==> config.mk <==
export PLATFORM = sky130hd
export DESIGN_NAME = msq_list_table
export DESIGN_NICKNAME = d
export VERILOG_FILES = /design/src/sv/multi_stack_queue_manager_core_macros.svh /design/src/sv/msq_pkg.sv /design/src/sv/msq_list_table.sv
export SDC_FILE = /design/constraint.sdc
export NUM_CORES = 1
export LEC_CHECK = 0
export ABC_AREA = 1
export BUFFER_PORTS_ARGS = -buffer_cell sky130_fd_sc_hd__buf_2
export CORE_AREA = 8 8 249 179
export CTS_CLUSTER_DIAMETER = 150
export DETAILED_ROUTE_END_ITERATION = 12
export DIE_AREA = 0 0 257 187
export PLACE_DENSITY = 0.72
export SETUP_SLACK_MARGIN = 0.5
export SYNTH_ARGS = -nofsm -noshare
export SYNTH_HDL_FRONTEND = slang
export SYNTH_SLANG_ARGS = --single-unit
==> constraint.sdc <==
create_clock -name clk -period 3 [get_ports clk]
set_input_delay 0.15 -clock clk [delete_from_list [all_inputs] [get_ports clk]]
set_output_delay 0.15 -clock clk [all_outputs]
set_load 0.005 [all_outputs]
==> src/sv/multi_stack_queue_manager_core_macros.svh <==
// Assertion macros used by the multi-queue manager core RTL.
// Every macro samples on clk and is disabled while rst_n is low.
`ifndef MULTI_STACK_QUEUE_MANAGER_CORE_MACROS_SVH
`define MULTI_STACK_QUEUE_MANAGER_CORE_MACROS_SVH

// A condition that must hold at every clock edge.
`define MSQ_ASSERT_ALWAYS(lbl, cond, msg) \
  lbl: assert property (@(posedge clk) disable iff (!rst_n) (cond)) else $error(msg);

// A consequence that must hold in the same cycle as its cause.
`define MSQ_ASSERT_SAME(lbl, ante, cons, msg) \
  lbl: assert property (@(posedge clk) disable iff (!rst_n) (ante) |-> (cons)) else $error(msg);

// A consequence that must hold in the cycle after its cause.
`define MSQ_ASSERT_NEXT(lbl, ante, cons, msg) \
  lbl: assert property (@(posedge clk) disable iff (!rst_n) (ante) |=> (cons)) else $error(msg);

`endif

==> src/sv/msq_pkg.sv <==
// Shared constants and types of the multi-queue manager.
// No dependencies; every other source file but the macro header imports it.
`default_nettype none

package msq_pkg;

  localparam int OP_W      = 2;
  localparam int LIST_ID_W = 4;
  localparam int VALUE_W   = 64;
  localparam int STATUS_W  = 3;

  // Operation codes.
  localparam logic [OP_W-1:0] OP_CREATE = 2'd0;
  localparam logic [OP_W-1:0] OP_PUSH   = 2'd1;
  localparam logic [OP_W-1:0] OP_POP    = 2'd2;

  // Status codes.
  localparam logic [STATUS_W-1:0] STAT_OK     = 3'd0;
  localparam logic [STATUS_W-1:0] STAT_EXISTS = 3'd1;
  localparam logic [STATUS_W-1:0] STAT_NOLIST = 3'd2;
  localparam logic [STATUS_W-1:0] STAT_EMPTY  = 3'd3;
  localparam logic [STATUS_W-1:0] STAT_FULL   = 3'd4;

  // Update command from the sequencer to the list table.
  typedef struct packed {
    logic create;
    logic push_ok;
    logic pop_ok;
    logic fifo;
  } list_cmd_t;

  // Status of the addressed list as seen by the sequencer.
  typedef struct packed {
    logic valid;
    logic fifo;
    logic empty;
  } list_stat_t;

endpackage

`default_nettype wire

==> src/sv/msq_list_table.sv <==
// Per-list descriptor table: valid, mode, head, tail and entry count.
// Depends on msq_pkg; read and updated by the top-level sequencer.
`default_nettype none

module msq_list_table
  import msq_pkg::*;
#(
  parameter int NUM_LISTS = 16,
  parameter int NUM_NODES = 1024
) (
  input  wire logic                           clk,
  input  wire logic                           rst_n,
  input  wire logic [LIST_ID_W-1:0]           list_id,
  output list_stat_t                          stat,
  output logic [$clog2(NUM_NODES)-1:0]        head,
  output logic [$clog2(NUM_NODES)-1:0]        tail,
  input  list_cmd_t                           cmd,
  input  wire logic [$clog2(NUM_NODES)-1:0]   new_node,
  input  wire logic [$clog2(NUM_NODES)-1:0]   new_head
);

  localparam int NIW        = $clog2(NUM_NODES);
  localparam int CW         = $clog2(NUM_NODES + 1);
  localparam int MAX_IDS    = 2 ** LIST_ID_W;
  localparam int LIST_DEPTH = (NUM_LISTS < MAX_IDS) ? NUM_LISTS : MAX_IDS;
  localparam int LIW        = (LIST_DEPTH > 1) ? $clog2(LIST_DEPTH) : 1;
  localparam int TD         = 2 ** LIW;

  logic [TD-1:0]  valid_r;
  logic [TD-1:0]  fifo_r;
  logic [CW-1:0]  count_r [TD];
  logic [NIW-1:0] head_r  [TD];
  logic [NIW-1:0] tail_r  [TD];

  logic [LIW-1:0] idx;
  logic           was_empty;

  assign idx        = list_id[LIW-1:0];
  assign was_empty  = (count_r[idx] == '0);

  assign stat.valid = valid_r[idx];
  assign stat.fifo  = fifo_r[idx];
  assign stat.empty = was_empty;
  assign head       = head_r[idx];
  assign tail       = tail_r[idx];

  always_ff @(posedge clk) begin
    if (!rst_n) begin
      valid_r <= '0;
      fifo_r  <= '0;
      for (int i = 0; i < TD; i++) begin
        count_r[i] <= '0;
      end
    end else if (cmd.create) begin
      valid_r[idx] <= 1'b1;
      fifo_r[idx]  <= cmd.fifo;
      count_r[idx] <= '0;
    end else if (cmd.push_ok) begin
      count_r[idx] <= count_r[idx] + CW'(1);
    end else if (cmd.pop_ok) begin
      count_r[idx] <= count_r[idx] - CW'(1);
    end
  end

  // Pointers carry no reset; a list's head and tail are written by its first push.
  always_ff @(posedge clk) begin
    if (cmd.push_ok) begin
      if (was_empty) begin
        head_r[idx] <= new_node;
        tail_r[idx] <= new_node;
      end else if (fifo_r[idx]) begin
        tail_r[idx] <= new_node;
      end else begin
        head_r[idx] <= new_node;
      end
    end else if (cmd.pop_ok) begin
      head_r[idx] <= new_head;
    end
  end

endmodule

`default_nettype wire

==> results.py <==
metrics = {
    "clocking": {
        "clock_path_buffers": 3,
        "clock-sinks": 528,
        "clockRootBuffer": "clkbuf_16",
        "clock_latency_ps": 600,
        "htreeDepth": 2,
        "cts_tree": "yes",
        "cts_buffers": 49,
        "path_clk_slew_ps": 70,
    },
    "cells_and_area": {
        "final_area_um2": 25700,
        "area_delta_synth_final_pct": 14.6,
        "seqCellArea_um2": 15500,
        "fin_nets": 2057,
        "drive_gt1_share_pct": 17.4,
        "multi_input_area_um2": 6110,
        "fillerInstances": 2987,
        "diodes": 0,
    },
    "pwr": {
        "p_int_uw": 12500,
        "netSwitchingPower_uw": 3810,
        "p_leak_uw": 0.00926,
        "power.share.combinational_pct": 8.3,
        "cellPowerDensity_nw_per_um2": 633,
        "clockPowerShare_pct": 40.9,
        "sw_frac_of_total_pct": 23.4,
        "seq_power_share_pct": 50.8,
        "power_uw": 16300,
        "ir_drop_mv": 0.539,
    },
    "sta": {
        "rsz0062_at_grt": "false",
        "min_period_ps": 2460,
        "worst_pin_slew_ps": 815,
        "clock_skew_ps": 39.3,
        "max_freq_mhz": 406,
        "setup_ws_ps": 537,
        "max-slew-margin-rel_pct": 45.5,
        "drv_slew": 0,
        "hold_viol_final": 0,
        "finalSetupTns_ps": 0,
        "holdWs_ps": 6.60,
        "finalCritPeriodShare_pct": 82.1,
        "finalSetupViolCount": 0,
    },
    "placement": {
        "post-place-ws_ps": 41.3,
        "io_buffers": 52,
        "gp_congestion": 0.960,
        "post_dp_cell_area_um2": 23700,
        "dp_hpwl_um": 41000,
    },
    "logic_synthesis": {
        "synth-seq-area-share_pct": 69.3,
        "synth_area_um2": 22400,
        "synth-seq-cells": 528,
        "synthCells": 1925,
        "yosysUniqueCellTypes": 35,
        "syn_nets": 1958,
        "synth_area_per_cell_um2": 11.7,
        "synth_warnings": 0,
    },
    "grt": {
        "antenna_found_initial": 3,
        "grt_util_met3_pct": 7.71,
        "grt-ovfl-total": 0,
        "grt_max_degree": 41,
        "grt_use_total_pct": 25.2,
        "grt_pass1_wl_um": 93000,
        "met2_usage_pct": 35.2,
        "top_usage_layer": "met1",
        "met1_usage_pct": 38.0,
        "grt_pass1_vias": 15000,
    },
    "critical_path": {
        "end_kind": "primary output",
        "cp-startpoint": "list_id[0]",
        "criticalPathCategory": "input port to primary output",
        "critPathLaunchType": "input port",
        "critical_path_required_ps": 2850,
        "ff2ff_path_depth": 15,
        "r2r-start": "count_r[6][1]",
        "cp_data_arrival_time_ps": 2310,
        "path_max_fanout": 40,
        "worst_r2r_endpoint": "head_r[12][1]",
        "regToRegSetupSlack_ps": 590,
    },
    "detailed_routing": {
        "drt_iter0_drc": 2417,
        "vias": 16200,
        "wl_per_cell_um": 24.3,
        "first_pass_iters": 8,
        "viasPerCell": 6.20,
        "final_antenna_net_count": 0,
        "remaining_drc_errors": 0,
        "wirelength_um": 63400,
    },
    "worst_hold_path": {
        "holdCritStartpoint": "new_node[0]",
        "hold_end": "tail_r[5][0]",
        "hp-class": "input port to flop",
        "min_path_cells": 1,
    },
    "die": {
        "core-area_um2": 40600,
        "initial_core_util_pct": 55.3,
        "dieArea_um2": 48100,
        "rows": 62,
        "die_w_um": 257,
        "io_pins": 53,
        "fp.dieH_um": 187,
    },
    "outcome": {
        "status": "finished clean",
    },
    "flow_run": {
        "cap_violations": 0,
    },
}
## critical path, cell delays in order
cell and delay (ps):
buf_2 200, nand2_2 130, clkinv_4 150, buf_4 220, buf_6 210, a22oi_1 260, a21oi_1 180, or4_1 620
buf_2 170
## what timing repair did
action | in CTS | in global routing
hold buffers | 2 | 0
resized for setup | 5 | 49
hold endpoints to repair | 32 | 0
buffers inserted | 0 | 5
endpoints found under the setup margin | 159 | 409
pin swaps | 0 | 23
cloned | 0 | 2
## cells in the mapped netlist
library cell / number / area (um2)
a21oi_1: 179 / 896
a21oi_2: 30 / 263
a22oi_1: 169 / 1270
a31oi_1: 1 / 6.26
buf_1: 4 / 15.0
buf_2: 27 / 135
buf_4: 13 / 97.6
buf_6: 13 / 146
clkbuf_1: 67 / 251
clkinv_1: 2 / 7.51
dfxtp_1: 32 / 641
edfxtp_1: 496 / 14900
ha_1: 3 / 37.5
inv_1: 67 / 251
inv_2: 11 / 41.3
inv_4: 2 / 12.5
nand2_1: 515 / 1930
nand2_2: 9 / 56.3
nand3_1: 25 / 125
nand3_2: 4 / 40.0
nand4_1: 7 / 43.8
nor2_1: 145 / 544
nor2_2: 20 / 125
nor2_4: 9 / 101
nor2_8: 1 / 20.0
o21a_2: 1 / 8.76
o21ai_0: 24 / 120
o21ai_1: 8 / 40.0
o21bai_4: 1 / 18.8
o221ai_1: 1 / 8.76
o22ai_1: 14 / 87.6
o2bb2ai_1: 1 / 8.76
or4_1: 20 / 150
xnor2_1: 1 / 8.76
xor2_1: 3 / 26.3
## state kept, by name, indices dropped and copies added (netlist names)
signal   count
count_r    176
valid_r     16
tail_r     160
head_r     160
fifo_r      16
## final cells by class
type / count / area share [%]
clock inverters: 31 / 1.58
flip-flops and latches: 528 / 60.4
multi-input cells: 1192 / 23.8
repair buffers: 171 / 5.30
well taps: 544 / 2.65
clock buffers: 60 / 5.05
inverters: 82 / 1.26
## cell families (layout without fill, tap and decap cells)
family                     Yosys count  count (layout)  synth area share (%)
AOI/OAI and AO/OA                  429             429                  12.2
and+or+nand+nor                    755             756                  14.0
buffers and inverters              206             344                  4.27
DFF                                528             528                  69.3
adders and majority gates            3               3                 0.167
xor gates and xnor gates             4               4                 0.156
## stage by stage
step | cells | utilization (%)
6_report | 2608 | 63.4
5_1_grt | 2608 | 63.4
4_1_cts | 2601 | 62.8
3_5_place_dp | 2508 | 58.5
3_3_place_gp | 2508 | 58.5
2_1_floorplan | 1925 | -
## power groups by stage
| stage | sequential [uW] | combinational [uW] | clock (uW) |
|---|---|---|---|
| after floorplan | 8410 | 735 | 0 |
| after global placement | 8420 | 1240 | 0 |
| after detailed placement | 8430 | 1260 | 0 |
| after CTS | 8270 | 1270 | 6660 |
| after global routing | 8280 | 1440 | 6950 |
| final | 8270 | 1350 | 6650 |
## per-layer routing
layer	up-vias	wire length [um]	share of wire [%]
met2	1185	27100	43
met5	-	23	0.036
met3	129	8920	14
met1	7813	26100	41
li1	7045	-	-
met4	4	1380	2.2
## how the worst max path moves through the flow
stage / end / slack [ps] / depth (start not counted)
2_1_floorplan: head_r[6][0] / 470 / 17
3_3_place_gp: count_r[3][10] / 100 / 18
3_5_place_dp: count_r[3][10] / 40 / 18
4_1_cts: stat[0] / 430 / 12
5_1_grt: stat[0] / 450 / 13
6_report: head[0] / 540 / 9
## layout by cell type, fill, tap and decap left out, types with 31 or more instances in the layout
cell type and count:
nand2_1 498, edfxtp_1 496, a21oi_1 178, a22oi_1 169
nor2_1 142, buf_4 98, inv_1 67, buf_2 51
clkbuf_16 50, dfxtp_1 32, a21oi_2 31
Power figures use the tool's default switching activity.
